`src/sv/batc_pkg.sv`:
```
// Shared widths, reset values, codes and the saturation helper of the trend calibrator.
package batc_pkg;

    localparam int RAW_W      = 23;
    localparam int ELAP_W     = 32;
    localparam int SLOPE_W    = 17;
    localparam int OFFB_W     = 24;
    localparam int DB_W       = 16;
    localparam int BMS_W      = 32;
    localparam int MINC_W     = 16;
    localparam int VAL_W      = 25;
    localparam int LINE_W     = 2;
    localparam int CFG_DATA_W = 32;
    localparam int CFG_IDX_W  = 3;
    localparam int PROD_W     = SLOPE_W + RAW_W;
    localparam int WORK_W     = 64;

    localparam int DEF_COUNT_BITS = 16;
    localparam int DEF_FRAC_BITS  = 16;

    localparam logic [SLOPE_W-1:0]       RST_SLOPE_FALL = SLOPE_W'(63177);
    localparam logic signed [OFFB_W-1:0] RST_OFF_FALL   = OFFB_W'(80282);
    localparam logic [SLOPE_W-1:0]       RST_SLOPE_RISE = SLOPE_W'(69114);
    localparam logic [DB_W-1:0]          RST_DEAD_BAND  = DB_W'(131);
    localparam logic [BMS_W-1:0]         RST_BASE_MS    = BMS_W'(120000);
    localparam logic [MINC_W-1:0]        RST_MIN_CNT    = MINC_W'(10);

    localparam logic signed [WORK_W-1:0] SAT_HI = (64'sd1 <<< (VAL_W - 1)) - 64'sd1;
    localparam logic signed [WORK_W-1:0] SAT_LO = -(64'sd1 <<< (VAL_W - 1));

    typedef enum logic [CFG_IDX_W-1:0] {
        CFG_SLOPE_FALL = 3'd0,
        CFG_OFF_FALL   = 3'd1,
        CFG_SLOPE_RISE = 3'd2,
        CFG_DEAD_BAND  = 3'd3,
        CFG_BASE_MS    = 3'd4,
        CFG_MIN_CNT    = 3'd5
    } t_cfg_idx;

    typedef enum logic [LINE_W-1:0] {
        LINE_BASE = 2'd0,
        LINE_FALL = 2'd1,
        LINE_RISE = 2'd2
    } t_line;

    typedef enum logic [3:0] {
        S_IDLE,
        S_MUL,
        S_ADD,
        S_ACC,
        S_DIVR_GO,
        S_DIVR_WAIT,
        S_DIVT_GO,
        S_DIVT_WAIT,
        S_ANCF_MUL,
        S_ANCF_ADD,
        S_ANCR_MUL,
        S_ANCR_ADD,
        S_DONE
    } t_state;

    function automatic logic signed [VAL_W-1:0] sat_val(input logic signed [WORK_W-1:0] v);
        logic signed [VAL_W-1:0] res;
        priority if (v > SAT_HI) begin
            res = SAT_HI[VAL_W-1:0];
        end else if (v < SAT_LO) begin
            res = SAT_LO[VAL_W-1:0];
        end else begin
            res = v[VAL_W-1:0];
        end
        return res;
    endfunction

endpackage

```
`src/sv/batc_div.sv`:
```
// Restoring unsigned divider, one quotient bit per cycle.
module batc_div #(
    parameter int DVD_W = 41,
    parameter int DVS_W = 16
) (
    input  logic             i_clk,
    input  logic             i_rst_n,
    input  logic             i_start,
    input  logic [DVD_W-1:0] i_dividend,
    input  logic [DVS_W-1:0] i_divisor,
    output logic             o_done,
    output logic [DVD_W-1:0] o_quotient
);

    localparam int CNT_W = $clog2(DVD_W + 1);

    logic             r_busy, n_busy;
    logic             r_done, n_done;
    logic [CNT_W-1:0] r_cnt, n_cnt;
    logic [DVD_W-1:0] r_q, n_q;
    logic [DVS_W-1:0] r_rem, n_rem;
    logic [DVS_W-1:0] r_dvs, n_dvs;
    logic [DVS_W:0]   rem_sh;
    logic             fits;

    always_comb begin
        rem_sh = {r_rem, r_q[DVD_W-1]};
        fits   = rem_sh >= {1'b0, r_dvs};
        n_busy = r_busy;
        n_done = 1'b0;
        n_cnt  = r_cnt;
        n_q    = r_q;
        n_rem  = r_rem;
        n_dvs  = r_dvs;
        if (i_start) begin
            n_busy = 1'b1;
            n_cnt  = CNT_W'(DVD_W - 1);
            n_q    = i_dividend;
            n_rem  = '0;
            n_dvs  = i_divisor;
        end else if (r_busy) begin
            n_q   = {r_q[DVD_W-2:0], fits};
            n_rem = fits ? DVS_W'(rem_sh - {1'b0, r_dvs}) : rem_sh[DVS_W-1:0];
            n_cnt = r_cnt - CNT_W'(1);
            if (r_cnt == '0) begin
                n_busy = 1'b0;
                n_done = 1'b1;
            end
        end
    end

    always_ff @(posedge i_clk) begin
        if (!i_rst_n) begin
            r_busy <= 1'b0;
            r_done <= 1'b0;
        end else begin
            r_busy <= n_busy;
            r_done <= n_done;
        end
    end

    always_ff @(posedge i_clk) begin
        r_cnt <= n_cnt;
        r_q   <= n_q;
        r_rem <= n_rem;
        r_dvs <= n_dvs;
    end

    // divide by zero reads as zero
    assign o_done     = r_done;
    assign o_quotient = (r_dvs == '0) ? '0 : r_q;

endmodule

```
`src/sv/baseline_anchored_trend_calibrator_top.sv`:
```
// Top level of the baseline-anchored trend calibrator: sequencer, shared multiply/add, state.
//
//  channel   dir  handshake                      payload
//  s_axis    in   s_axis_tvalid/s_axis_tready    tdata: raw_sample, elapsed_ms
//  m_axis    out  m_axis_tvalid/m_axis_tready    tdata: corrected, mean_raw, mean_true
//                                                tuser: line_used, locked_now
//  cfg       in   i_cfg_wr_en (no wait)          i_cfg_idx, i_cfg_data
//
// One item is taken at a time; s_axis_tready is high only while the sequencer is idle.
// A baseline sample passes through accept, multiply, add, accumulate and output load steps;
// a tracking sample skips the accumulate step. The locking sample adds two passes through
// the bit-serial divider of COUNT_BITS+25 steps each, and four multiply/add steps.
// The result sits in an output register; the sequencer waits in its last step only while
// that register still holds an untaken result. Synchronous active-low reset, no clear pass.
module baseline_anchored_trend_calibrator_top
    import batc_pkg::*;
#(
    parameter int COUNT_BITS = DEF_COUNT_BITS,
    parameter int FRAC_BITS  = DEF_FRAC_BITS
) (
    input  logic                  i_clk,
    input  logic                  i_rst_n,
    input  logic                  s_axis_tvalid,
    output logic                  s_axis_tready,
    input  logic [55:0]           s_axis_tdata,   // raw_sample[22:0], elapsed_ms[54:23]
    output logic                  m_axis_tvalid,
    input  logic                  m_axis_tready,
    output logic [79:0]           m_axis_tdata,   // corrected[24:0], mean_raw[47:25],
                                                  // mean_true[72:48]
    output logic [2:0]            m_axis_tuser,   // line_used[1:0], locked_now[2]
    input  logic                  i_cfg_wr_en,
    input  logic [CFG_IDX_W-1:0]  i_cfg_idx,
    input  logic [CFG_DATA_W-1:0] i_cfg_data
);

    localparam int SUM_R_W = RAW_W + COUNT_BITS;
    localparam int SUM_T_W = VAL_W + COUNT_BITS;
    localparam int CMP_W   = (COUNT_BITS > MINC_W) ? COUNT_BITS : MINC_W;
    localparam int OUT_PAD = 80 - (2 * VAL_W + RAW_W);
    localparam logic [COUNT_BITS-1:0] CNT_MAX = '1;

    // configuration
    logic [SLOPE_W-1:0]       r_slope_fall, r_slope_rise;
    logic signed [OFFB_W-1:0] r_off_fall_base;
    logic [DB_W-1:0]          r_dead_band;
    logic [BMS_W-1:0]         r_base_ms;
    logic [MINC_W-1:0]        r_min_cnt;

    // sequencer and calibration state
    t_state                    r_state, n_state;
    logic                      r_phase, n_phase;
    logic                      r_trend, n_trend;
    logic                      r_lock, n_lock;
    logic [RAW_W-1:0]          r_last_raw, n_last_raw;
    logic [SUM_R_W-1:0]        r_sum_raw, n_sum_raw;
    logic signed [SUM_T_W-1:0] r_sum_true, n_sum_true;
    logic [COUNT_BITS-1:0]     r_cnt, n_cnt;
    logic signed [VAL_W-1:0]   r_off_fall, n_off_fall;
    logic signed [VAL_W-1:0]   r_off_rise, n_off_rise;
    logic [RAW_W-1:0]          r_base_raw, n_base_raw;
    logic signed [VAL_W-1:0]   r_base_true, n_base_true;
    logic                      r_m_valid, n_m_valid;

    // payload
    logic [RAW_W-1:0]        r_raw, n_raw;
    logic [ELAP_W-1:0]       r_elapsed, n_elapsed;
    logic [PROD_W-1:0]       r_prod, n_prod;
    logic signed [VAL_W-1:0] r_corr, n_corr;
    logic signed [VAL_W-1:0] r_o_corr, n_o_corr;
    t_line                   r_o_line, n_o_line;
    logic                    r_o_lock, n_o_lock;
    logic [RAW_W-1:0]        r_o_mraw, n_o_mraw;
    logic signed [VAL_W-1:0] r_o_mtrue, n_o_mtrue;

    // datapath
    logic                      s_acc, m_acc, out_load;
    logic [RAW_W-1:0]          in_raw;
    logic [ELAP_W-1:0]         in_elapsed;
    logic [RAW_W:0]            raw_lo, raw_hi, last_ext;
    logic [SLOPE_W-1:0]        mul_a;
    logic [RAW_W-1:0]          mul_b;
    logic [PROD_W-1:0]         mul_p;
    logic signed [VAL_W-1:0]   add_op;
    logic                      add_neg;
    logic signed [WORK_W-1:0]  prod_w, op_w, sum_w;
    logic signed [VAL_W-1:0]   add_res;
    logic [COUNT_BITS-1:0]     cnt_next;
    logic                      lock_hit;
    logic                      div_start, div_done;
    logic [SUM_T_W-1:0]        div_dvd, div_q, true_mag;
    logic                      true_neg;
    logic signed [WORK_W-1:0]  q_w, true_q;

    assign in_raw     = s_axis_tdata[RAW_W-1:0];
    assign in_elapsed = s_axis_tdata[RAW_W+ELAP_W-1:RAW_W];
    assign s_acc      = s_axis_tvalid && (r_state == S_IDLE);
    assign m_acc      = r_m_valid && m_axis_tready;
    assign out_load   = !r_m_valid || m_axis_tready;

    // shared multiplier
    always_comb begin
        unique case (r_state)
            S_ANCF_MUL: begin
                mul_a = r_slope_fall;
                mul_b = r_base_raw;
            end
            S_ANCR_MUL: begin
                mul_a = r_slope_rise;
                mul_b = r_base_raw;
            end
            default: begin
                mul_a = (r_phase && r_trend) ? r_slope_rise : r_slope_fall;
                mul_b = r_raw;
            end
        endcase
        mul_p = PROD_W'(mul_a) * PROD_W'(mul_b);
    end

    // shared add/subtract with saturation: line value or anchored offset
    always_comb begin
        unique case (r_state)
            S_ANCF_ADD, S_ANCR_ADD: begin
                add_op  = r_base_true;
                add_neg = 1'b1;
            end
            default: begin
                add_neg = 1'b0;
                if (!r_phase) begin
                    add_op = VAL_W'(r_off_fall_base);
                end else begin
                    add_op = r_trend ? r_off_rise : r_off_fall;
                end
            end
        endcase
        prod_w  = $signed(WORK_W'(r_prod >> FRAC_BITS));
        op_w    = WORK_W'(add_op);
        sum_w   = add_neg ? (op_w - prod_w) : (op_w + prod_w);
        add_res = sat_val(sum_w);
    end

    // divider operands; the corrected sum is divided as a magnitude
    always_comb begin
        true_neg  = r_sum_true[SUM_T_W-1];
        true_mag  = true_neg ? SUM_T_W'(-r_sum_true) : SUM_T_W'(r_sum_true);
        div_start = (r_state == S_DIVR_GO) || (r_state == S_DIVT_GO);
        div_dvd   = (r_state == S_DIVR_GO) ? SUM_T_W'(r_sum_raw) : true_mag;
        q_w       = $signed(WORK_W'(div_q));
        true_q    = true_neg ? -q_w : q_w;
    end

    batc_div #(
        .DVD_W (SUM_T_W),
        .DVS_W (COUNT_BITS)
    ) u_div (
        .i_clk      (i_clk),
        .i_rst_n    (i_rst_n),
        .i_start    (div_start),
        .i_dividend (div_dvd),
        .i_divisor  (r_cnt),
        .o_done     (div_done),
        .o_quotient (div_q)
    );

    // deadband compare on the incoming sample
    assign raw_lo   = {1'b0, in_raw} + (RAW_W + 1)'(r_dead_band);
    assign last_ext = {1'b0, r_last_raw};
    assign raw_hi   = last_ext + (RAW_W + 1)'(r_dead_band);

    assign cnt_next = (r_cnt != CNT_MAX) ? r_cnt + COUNT_BITS'(1) : r_cnt;
    assign lock_hit = (r_elapsed >= r_base_ms) && (CMP_W'(cnt_next) > CMP_W'(r_min_cnt));

    always_comb begin
        n_state     = r_state;
        n_phase     = r_phase;
        n_trend     = r_trend;
        n_lock      = r_lock;
        n_last_raw  = r_last_raw;
        n_sum_raw   = r_sum_raw;
        n_sum_true  = r_sum_true;
        n_cnt       = r_cnt;
        n_off_fall  = r_off_fall;
        n_off_rise  = r_off_rise;
        n_base_raw  = r_base_raw;
        n_base_true = r_base_true;
        n_raw       = r_raw;
        n_elapsed   = r_elapsed;
        n_prod      = r_prod;
        n_corr      = r_corr;
        n_o_corr    = r_o_corr;
        n_o_line    = r_o_line;
        n_o_lock    = r_o_lock;
        n_o_mraw    = r_o_mraw;
        n_o_mtrue   = r_o_mtrue;
        n_m_valid   = m_acc ? 1'b0 : r_m_valid;

        unique case (r_state)
            S_IDLE: begin
                if (s_acc) begin
                    n_raw     = in_raw;
                    n_elapsed = in_elapsed;
                    n_lock    = 1'b0;
                    if (r_phase) begin
                        // inside the band the previous trend is kept
                        if (raw_lo < last_ext) begin
                            n_trend = 1'b0;
                        end else if ({1'b0, in_raw} > raw_hi) begin
                            n_trend = 1'b1;
                        end
                        n_last_raw = in_raw;
                    end
                    n_state = S_MUL;
                end
            end
            S_MUL: begin
                n_prod  = mul_p;
                n_state = S_ADD;
            end
            S_ADD: begin
                n_corr  = add_res;
                n_state = r_phase ? S_DONE : S_ACC;
            end
            S_ACC: begin
                if (r_cnt != CNT_MAX) begin
                    n_sum_raw  = r_sum_raw + SUM_R_W'(r_raw);
                    n_sum_true = r_sum_true + SUM_T_W'(r_corr);
                    n_cnt      = cnt_next;
                end
                n_lock  = lock_hit;
                n_state = lock_hit ? S_DIVR_GO : S_DONE;
            end
            S_DIVR_GO: begin
                n_state = S_DIVR_WAIT;
            end
            S_DIVR_WAIT: begin
                if (div_done) begin
                    n_base_raw = div_q[RAW_W-1:0];
                    n_state    = S_DIVT_GO;
                end
            end
            S_DIVT_GO: begin
                n_state = S_DIVT_WAIT;
            end
            S_DIVT_WAIT: begin
                if (div_done) begin
                    n_base_true = sat_val(true_q);
                    n_state     = S_ANCF_MUL;
                end
            end
            S_ANCF_MUL: begin
                n_prod  = mul_p;
                n_state = S_ANCF_ADD;
            end
            S_ANCF_ADD: begin
                n_off_fall = add_res;
                n_state    = S_ANCR_MUL;
            end
            S_ANCR_MUL: begin
                n_prod  = mul_p;
                n_state = S_ANCR_ADD;
            end
            S_ANCR_ADD: begin
                n_off_rise = add_res;
                n_phase    = 1'b1;
                n_trend    = 1'b0;
                n_last_raw = r_raw;
                n_state    = S_DONE;
            end
            S_DONE: begin
                if (out_load) begin
                    n_m_valid = 1'b1;
                    n_o_corr  = r_corr;
                    n_o_lock  = r_lock;
                    if (r_lock || !r_phase) begin
                        n_o_line = LINE_BASE;
                    end else begin
                        n_o_line = r_trend ? LINE_RISE : LINE_FALL;
                    end
                    n_o_mraw  = r_phase ? r_base_raw : '0;
                    n_o_mtrue = r_phase ? r_base_true : '0;
                    n_state   = S_IDLE;
                end
            end
            default: begin
                n_state = S_IDLE;
            end
        endcase
    end

    always_ff @(posedge i_clk) begin
        if (!i_rst_n) begin
            r_slope_fall    <= RST_SLOPE_FALL;
            r_off_fall_base <= RST_OFF_FALL;
            r_slope_rise    <= RST_SLOPE_RISE;
            r_dead_band     <= RST_DEAD_BAND;
            r_base_ms       <= RST_BASE_MS;
            r_min_cnt       <= RST_MIN_CNT;
        end else if (i_cfg_wr_en) begin
            unique case (i_cfg_idx)
                CFG_SLOPE_FALL: r_slope_fall    <= i_cfg_data[SLOPE_W-1:0];
                CFG_OFF_FALL:   r_off_fall_base <= i_cfg_data[OFFB_W-1:0];
                CFG_SLOPE_RISE: r_slope_rise    <= i_cfg_data[SLOPE_W-1:0];
                CFG_DEAD_BAND:  r_dead_band     <= i_cfg_data[DB_W-1:0];
                CFG_BASE_MS:    r_base_ms       <= i_cfg_data[BMS_W-1:0];
                CFG_MIN_CNT:    r_min_cnt       <= i_cfg_data[MINC_W-1:0];
                default: ;
            endcase
        end
    end

    always_ff @(posedge i_clk) begin
        if (!i_rst_n) begin
            r_state     <= S_IDLE;
            r_phase     <= 1'b0;
            r_trend     <= 1'b0;
            r_lock      <= 1'b0;
            r_last_raw  <= '0;
            r_sum_raw   <= '0;
            r_sum_true  <= '0;
            r_cnt       <= '0;
            r_off_fall  <= '0;
            r_off_rise  <= '0;
            r_base_raw  <= '0;
            r_base_true <= '0;
            r_m_valid   <= 1'b0;
        end else begin
            r_state     <= n_state;
            r_phase     <= n_phase;
            r_trend     <= n_trend;
            r_lock      <= n_lock;
            r_last_raw  <= n_last_raw;
            r_sum_raw   <= n_sum_raw;
            r_sum_true  <= n_sum_true;
            r_cnt       <= n_cnt;
            r_off_fall  <= n_off_fall;
            r_off_rise  <= n_off_rise;
            r_base_raw  <= n_base_raw;
            r_base_true <= n_base_true;
            r_m_valid   <= n_m_valid;
        end
    end

    always_ff @(posedge i_clk) begin
        r_raw     <= n_raw;
        r_elapsed <= n_elapsed;
        r_prod    <= n_prod;
        r_corr    <= n_corr;
        r_o_corr  <= n_o_corr;
        r_o_line  <= n_o_line;
        r_o_lock  <= n_o_lock;
        r_o_mraw  <= n_o_mraw;
        r_o_mtrue <= n_o_mtrue;
    end

    assign s_axis_tready = (r_state == S_IDLE);
    assign m_axis_tvalid = r_m_valid;
    assign m_axis_tdata  = {{OUT_PAD{1'b0}}, r_o_mtrue, r_o_mraw, r_o_corr};
    assign m_axis_tuser  = {r_o_lock, r_o_line};

    // the locking item always reports the baseline line
    a_lock_line: assert property (@(posedge i_clk) disable iff (!i_rst_n)
        (m_axis_tvalid && m_axis_tuser[2]) |-> (m_axis_tuser[1:0] == LINE_BASE))
        else $error("locked item not on baseline line");

    // the dynamic phase begins only on an item that locked
    a_phase_lock: assert property (@(posedge i_clk) disable iff (!i_rst_n)
        $rose(r_phase) |-> r_lock)
        else $error("phase switched without lock");

    // divider completes only while the sequencer waits for it
    a_div_wait: assert property (@(posedge i_clk) disable iff (!i_rst_n)
        div_done |-> ((r_state == S_DIVR_WAIT) || (r_state == S_DIVT_WAIT)))
        else $error("divider done outside wait step");

    // an accepted item goes straight to the multiply step
    a_ready_idle: assert property (@(posedge i_clk) disable iff (!i_rst_n)
        s_acc |=> (r_state == S_MUL))
        else $error("accepted item did not start");

endmodule

```
`config.mk`:
```
export PLATFORM = sky130hd
export DESIGN_NAME = baseline_anchored_trend_calibrator_top
export DESIGN_NICKNAME = d
export VERILOG_FILES = /design/src/sv/batc_pkg.sv /design/src/sv/batc_div.sv /design/src/sv/baseline_anchored_trend_calibrator_top.sv
export SDC_FILE = /design/constraint.sdc
export NUM_CORES = 2
export LEC_CHECK = 0
export ABC_AREA = 1
export BUFFER_PORTS_ARGS = -buffer_cell sky130_fd_sc_hd__buf_2
export CAP_MARGIN = 20
export CORE_ASPECT_RATIO = 1.1
export CORE_MARGIN = 5
export CORE_UTILIZATION = 45
export DETAILED_ROUTE_END_ITERATION = 8
export GPL_TIMING_DRIVEN = 0
export PLACE_DENSITY = 0.64
export SYNTH_ARGS = -nofsm -noshare
export SYNTH_HDL_FRONTEND = slang
export SYNTH_SLANG_ARGS = --single-unit
```
`constraint.sdc`:
```
create_clock -name i_clk -period 11.7 [get_ports i_clk]
set_input_delay 1.755 -clock i_clk [delete_from_list [all_inputs] [get_ports i_clk]]
set_output_delay 1.755 -clock i_clk [all_outputs]
set_load 0.1 [all_outputs]
```
==> summary.md <==
| Metric | Value |
|---|---|
| Outcome | `complete, no violations` |
| Setup TNS Final | `0 ns` |
| CP max-delay cell | `clkbuf_1` |
| Detailed placer's ending HPWL | `148000 µm` |
| Crit start category | `register` |
| Post-cts sizing count | `0` |
| Rel. slew slack | `0.126` |
| Initial antenna violation count | `7` |
| WL/cell | `22.6 µm` |
| Minimum clock period | `8.99 ns` |
| Max Fclk | `111 MHz` |
| Die width | `323 µm` |
| Clk sinks | `608` |
| Ys Warns | `0` |
| Sequential Area | `14500 µm²` |
| Yosys cell types | `62` |
| Req. time, crit path | `12.15 ns` |
| Final Cell Area | `54000 µm²` |
| RSZ-0062 raised after global routing | `false` |
| Clock buffer count from CTS | `70` |
| CP Data Arrival Time | `9.44 ns` |
| H-tree Lvls | `3` |
| Initial cell density of the core | `0.453` |
| Cells after Synth | `6310` |
| Clock Skews | `0.0334 ns` |
| Slew Viols, Final | `0` |
| # fillers | `10600` |
| Max-cap violations | `0` |
| Initial drt markers | `3770` |
| # IOs | `181` |
| Port Buffer Count | `171` |
| Fin crit share | `0.768` |
| Multi-input gate area | `29000 µm²` |
| Post-synthesis sequential area ratio | `0.300` |
| CTS tree | `built` |
| Root Driver | `clkbuf_16` |
| Post-CTS Setup Bufs | `0` |
| CP max stage delay | `0.60 ns` |
| Reg clk slew, reported paths | `0.06 ns` |
| Final routed DRC violation total | `0` |
| Min-delay worst type | `reg2reg` |
| Core Rows | `126` |
| Layout cell share with drive strength beyond 1 | `0.0657` |
| Synth top cells by count | `nand2_1 (1146), inv_1 (1067), nor2_1 (718), o21ai_0 (448), a21oi_1 (444)` |
| Total GRT Usage | `0.313` |
| Chip Height | `354 µm` |
| Core ar. | `107000 µm²` |
| Placed inst area | `51400 µm²` |
| Syn Area/Cell | `7.69 µm²` |
| Vias in the first global route | `44200` |
| Final wirelength | `181000 µm` |
| Clk buf depth | `3` |
| Net count, final | `7339` |
| Worst-path fanout max | `10` |
| First-pass GRT wire length | `271000 µm` |
| Post-route ant nets | `0` |
| Largest area contributor in the netlist | `dfxtp_1` |
| P&R area growth vs syn | `11.2%` |
| Dominant cells by area after synthesis | `dfxtp_1 (15%), edfxtp_1 (15%), fa_1 (13%)` |
| Global placement routability congestion | `1.02` |
| Hold WS | `0.453 ns` |
| Post-Syn Area | `48500 µm²` |
| #FFs+latches synth | `608` |
| # setup viols final | `0` |
| Router iterations before antenna repair | `6` |
| Critical Path End Type | `register` |
| Worst Max-Slew Pin Slew | `1.30 ns` |
| Total grt overflow | `0` |
| Post-Place Setup Slack | `2.92 ns` |
| CTS Hold Bufs | `0` |
| Hold Vio Cnt, Final | `0` |
| Vias post-DR | `44600` |
| Worst setup margin | `2.71 ns` |
| Area share of the largest cell type after synthesis | `0.153` |
| Vias per inst | `5.54` |
| Ys flop type | `dfxtp_1` |
| Cell with the most instances after synthesis | `nand2_1` |
| WS Path Type | `reg2reg` |
| Clk_lat worst skew | `0.65 ns` |
| Die area | `115000 µm²` |
| Largest net degree at the start of global routing | `38` |
| Async SR Flop Fraction | `0` |
| Number of enable flip-flop cells after synthesis | `237` |
[critical path, delay by kind of cell, from the launching register on]
kind            cells  cell delay, ns
buf+inv            10            2.13
compound gates      6            1.93
flops               1            0.37
fa+ha+maj           7            3.44
simple gates        6            0.70
xor+xnor            1            0.22
[placed cells by master (no fill, tap or decap), drive strengths merged, types with 9 or more instances in the layout]
master	count
nand2	1166
inv	1082
nor2	727
o21ai	501
a21oi	465
dfxtp	371
ha	347
fa	318
clkbuf	266
edfxtp	237
buf	234
nand3	156
xor2	126
a31oi	85
xnor2	84
o211ai	71
nor3	70
clkinv	41
nand4	37
o22ai	32
o221ai	28
nor4	22
o21a	22
a22oi	22
a211oi	15
or2	12
nand3b	11
bufinv	11
o2111ai	9
a21o	9
[path summary, 6_finish.rpt]
path | depth (start not counted) | slack, ns | end | from
max | 30 | 2.71 | r_prod[27] | r_state[2]
min | 2 | 0.45 | u_div.r_cnt[1] | u_div.r_cnt[1]
max reg2reg | 30 | 2.71 | r_prod[27] | r_state[2]
min reg2reg | 2 | 0.45 | u_div.r_cnt[1] | u_div.r_cnt[1]
[cell families after synthesis]
family / count (synthesis) / synth area share
fa+ha+maj: 665 / 0.221
compound gates: 1300 / 0.153
buf+inv: 1317 / 0.104
xor+xnor: 210 / 0.0379
flops: 608 / 0.300
other cells: 1 / 0.0000773
simple gates: 2209 / 0.184
[final cells by class]
type | count | area share
inverter | 1097 | 0.0763
multi-input combinational | 4391 | 0.537
timing repair buffer | 190 | 0.0204
clock inverter | 39 | 0.00923
clock buffer | 90 | 0.0373
buffer | 220 | 0.0175
sequential | 608 | 0.270
antenna | 2 | 0.0000927
tap | 1408 | 0.0326
[state kept, by name, indices dropped and copies added (netlist names), 24 cells and up]
register,cells
r_off_fall_base,24
r_prod,24
r_base_true,25
r_corr,25
r_o_corr,25
r_elapsed,32
r_off_rise,25
r_o_mtrue,25
r_sum_raw,39
r_off_fall,25
r_base_ms,32
u_div.r_q,41
r_sum_true,41
[routing by layer]
metal	share of wire	global-route usage
met5	0	0
met4	0.079	0.203
met3	0.070	0.0477
met2	0.46	0.516
met1	0.39	0.382
[per-stage QoR]
| stage | util | std cells |
|---|---|---|
| floorplan | - | 6316 |
| global placement | 0.477 | 7895 |
| detailed placement | 0.480 | 7911 |
| CTS | 0.503 | 8040 |
| global route | 0.503 | 8043 |
| finish | 0.503 | 8045 |
Power is not shown: default switching activity piles up to over one toggle a cycle in this logic, so the estimate is an artifact.
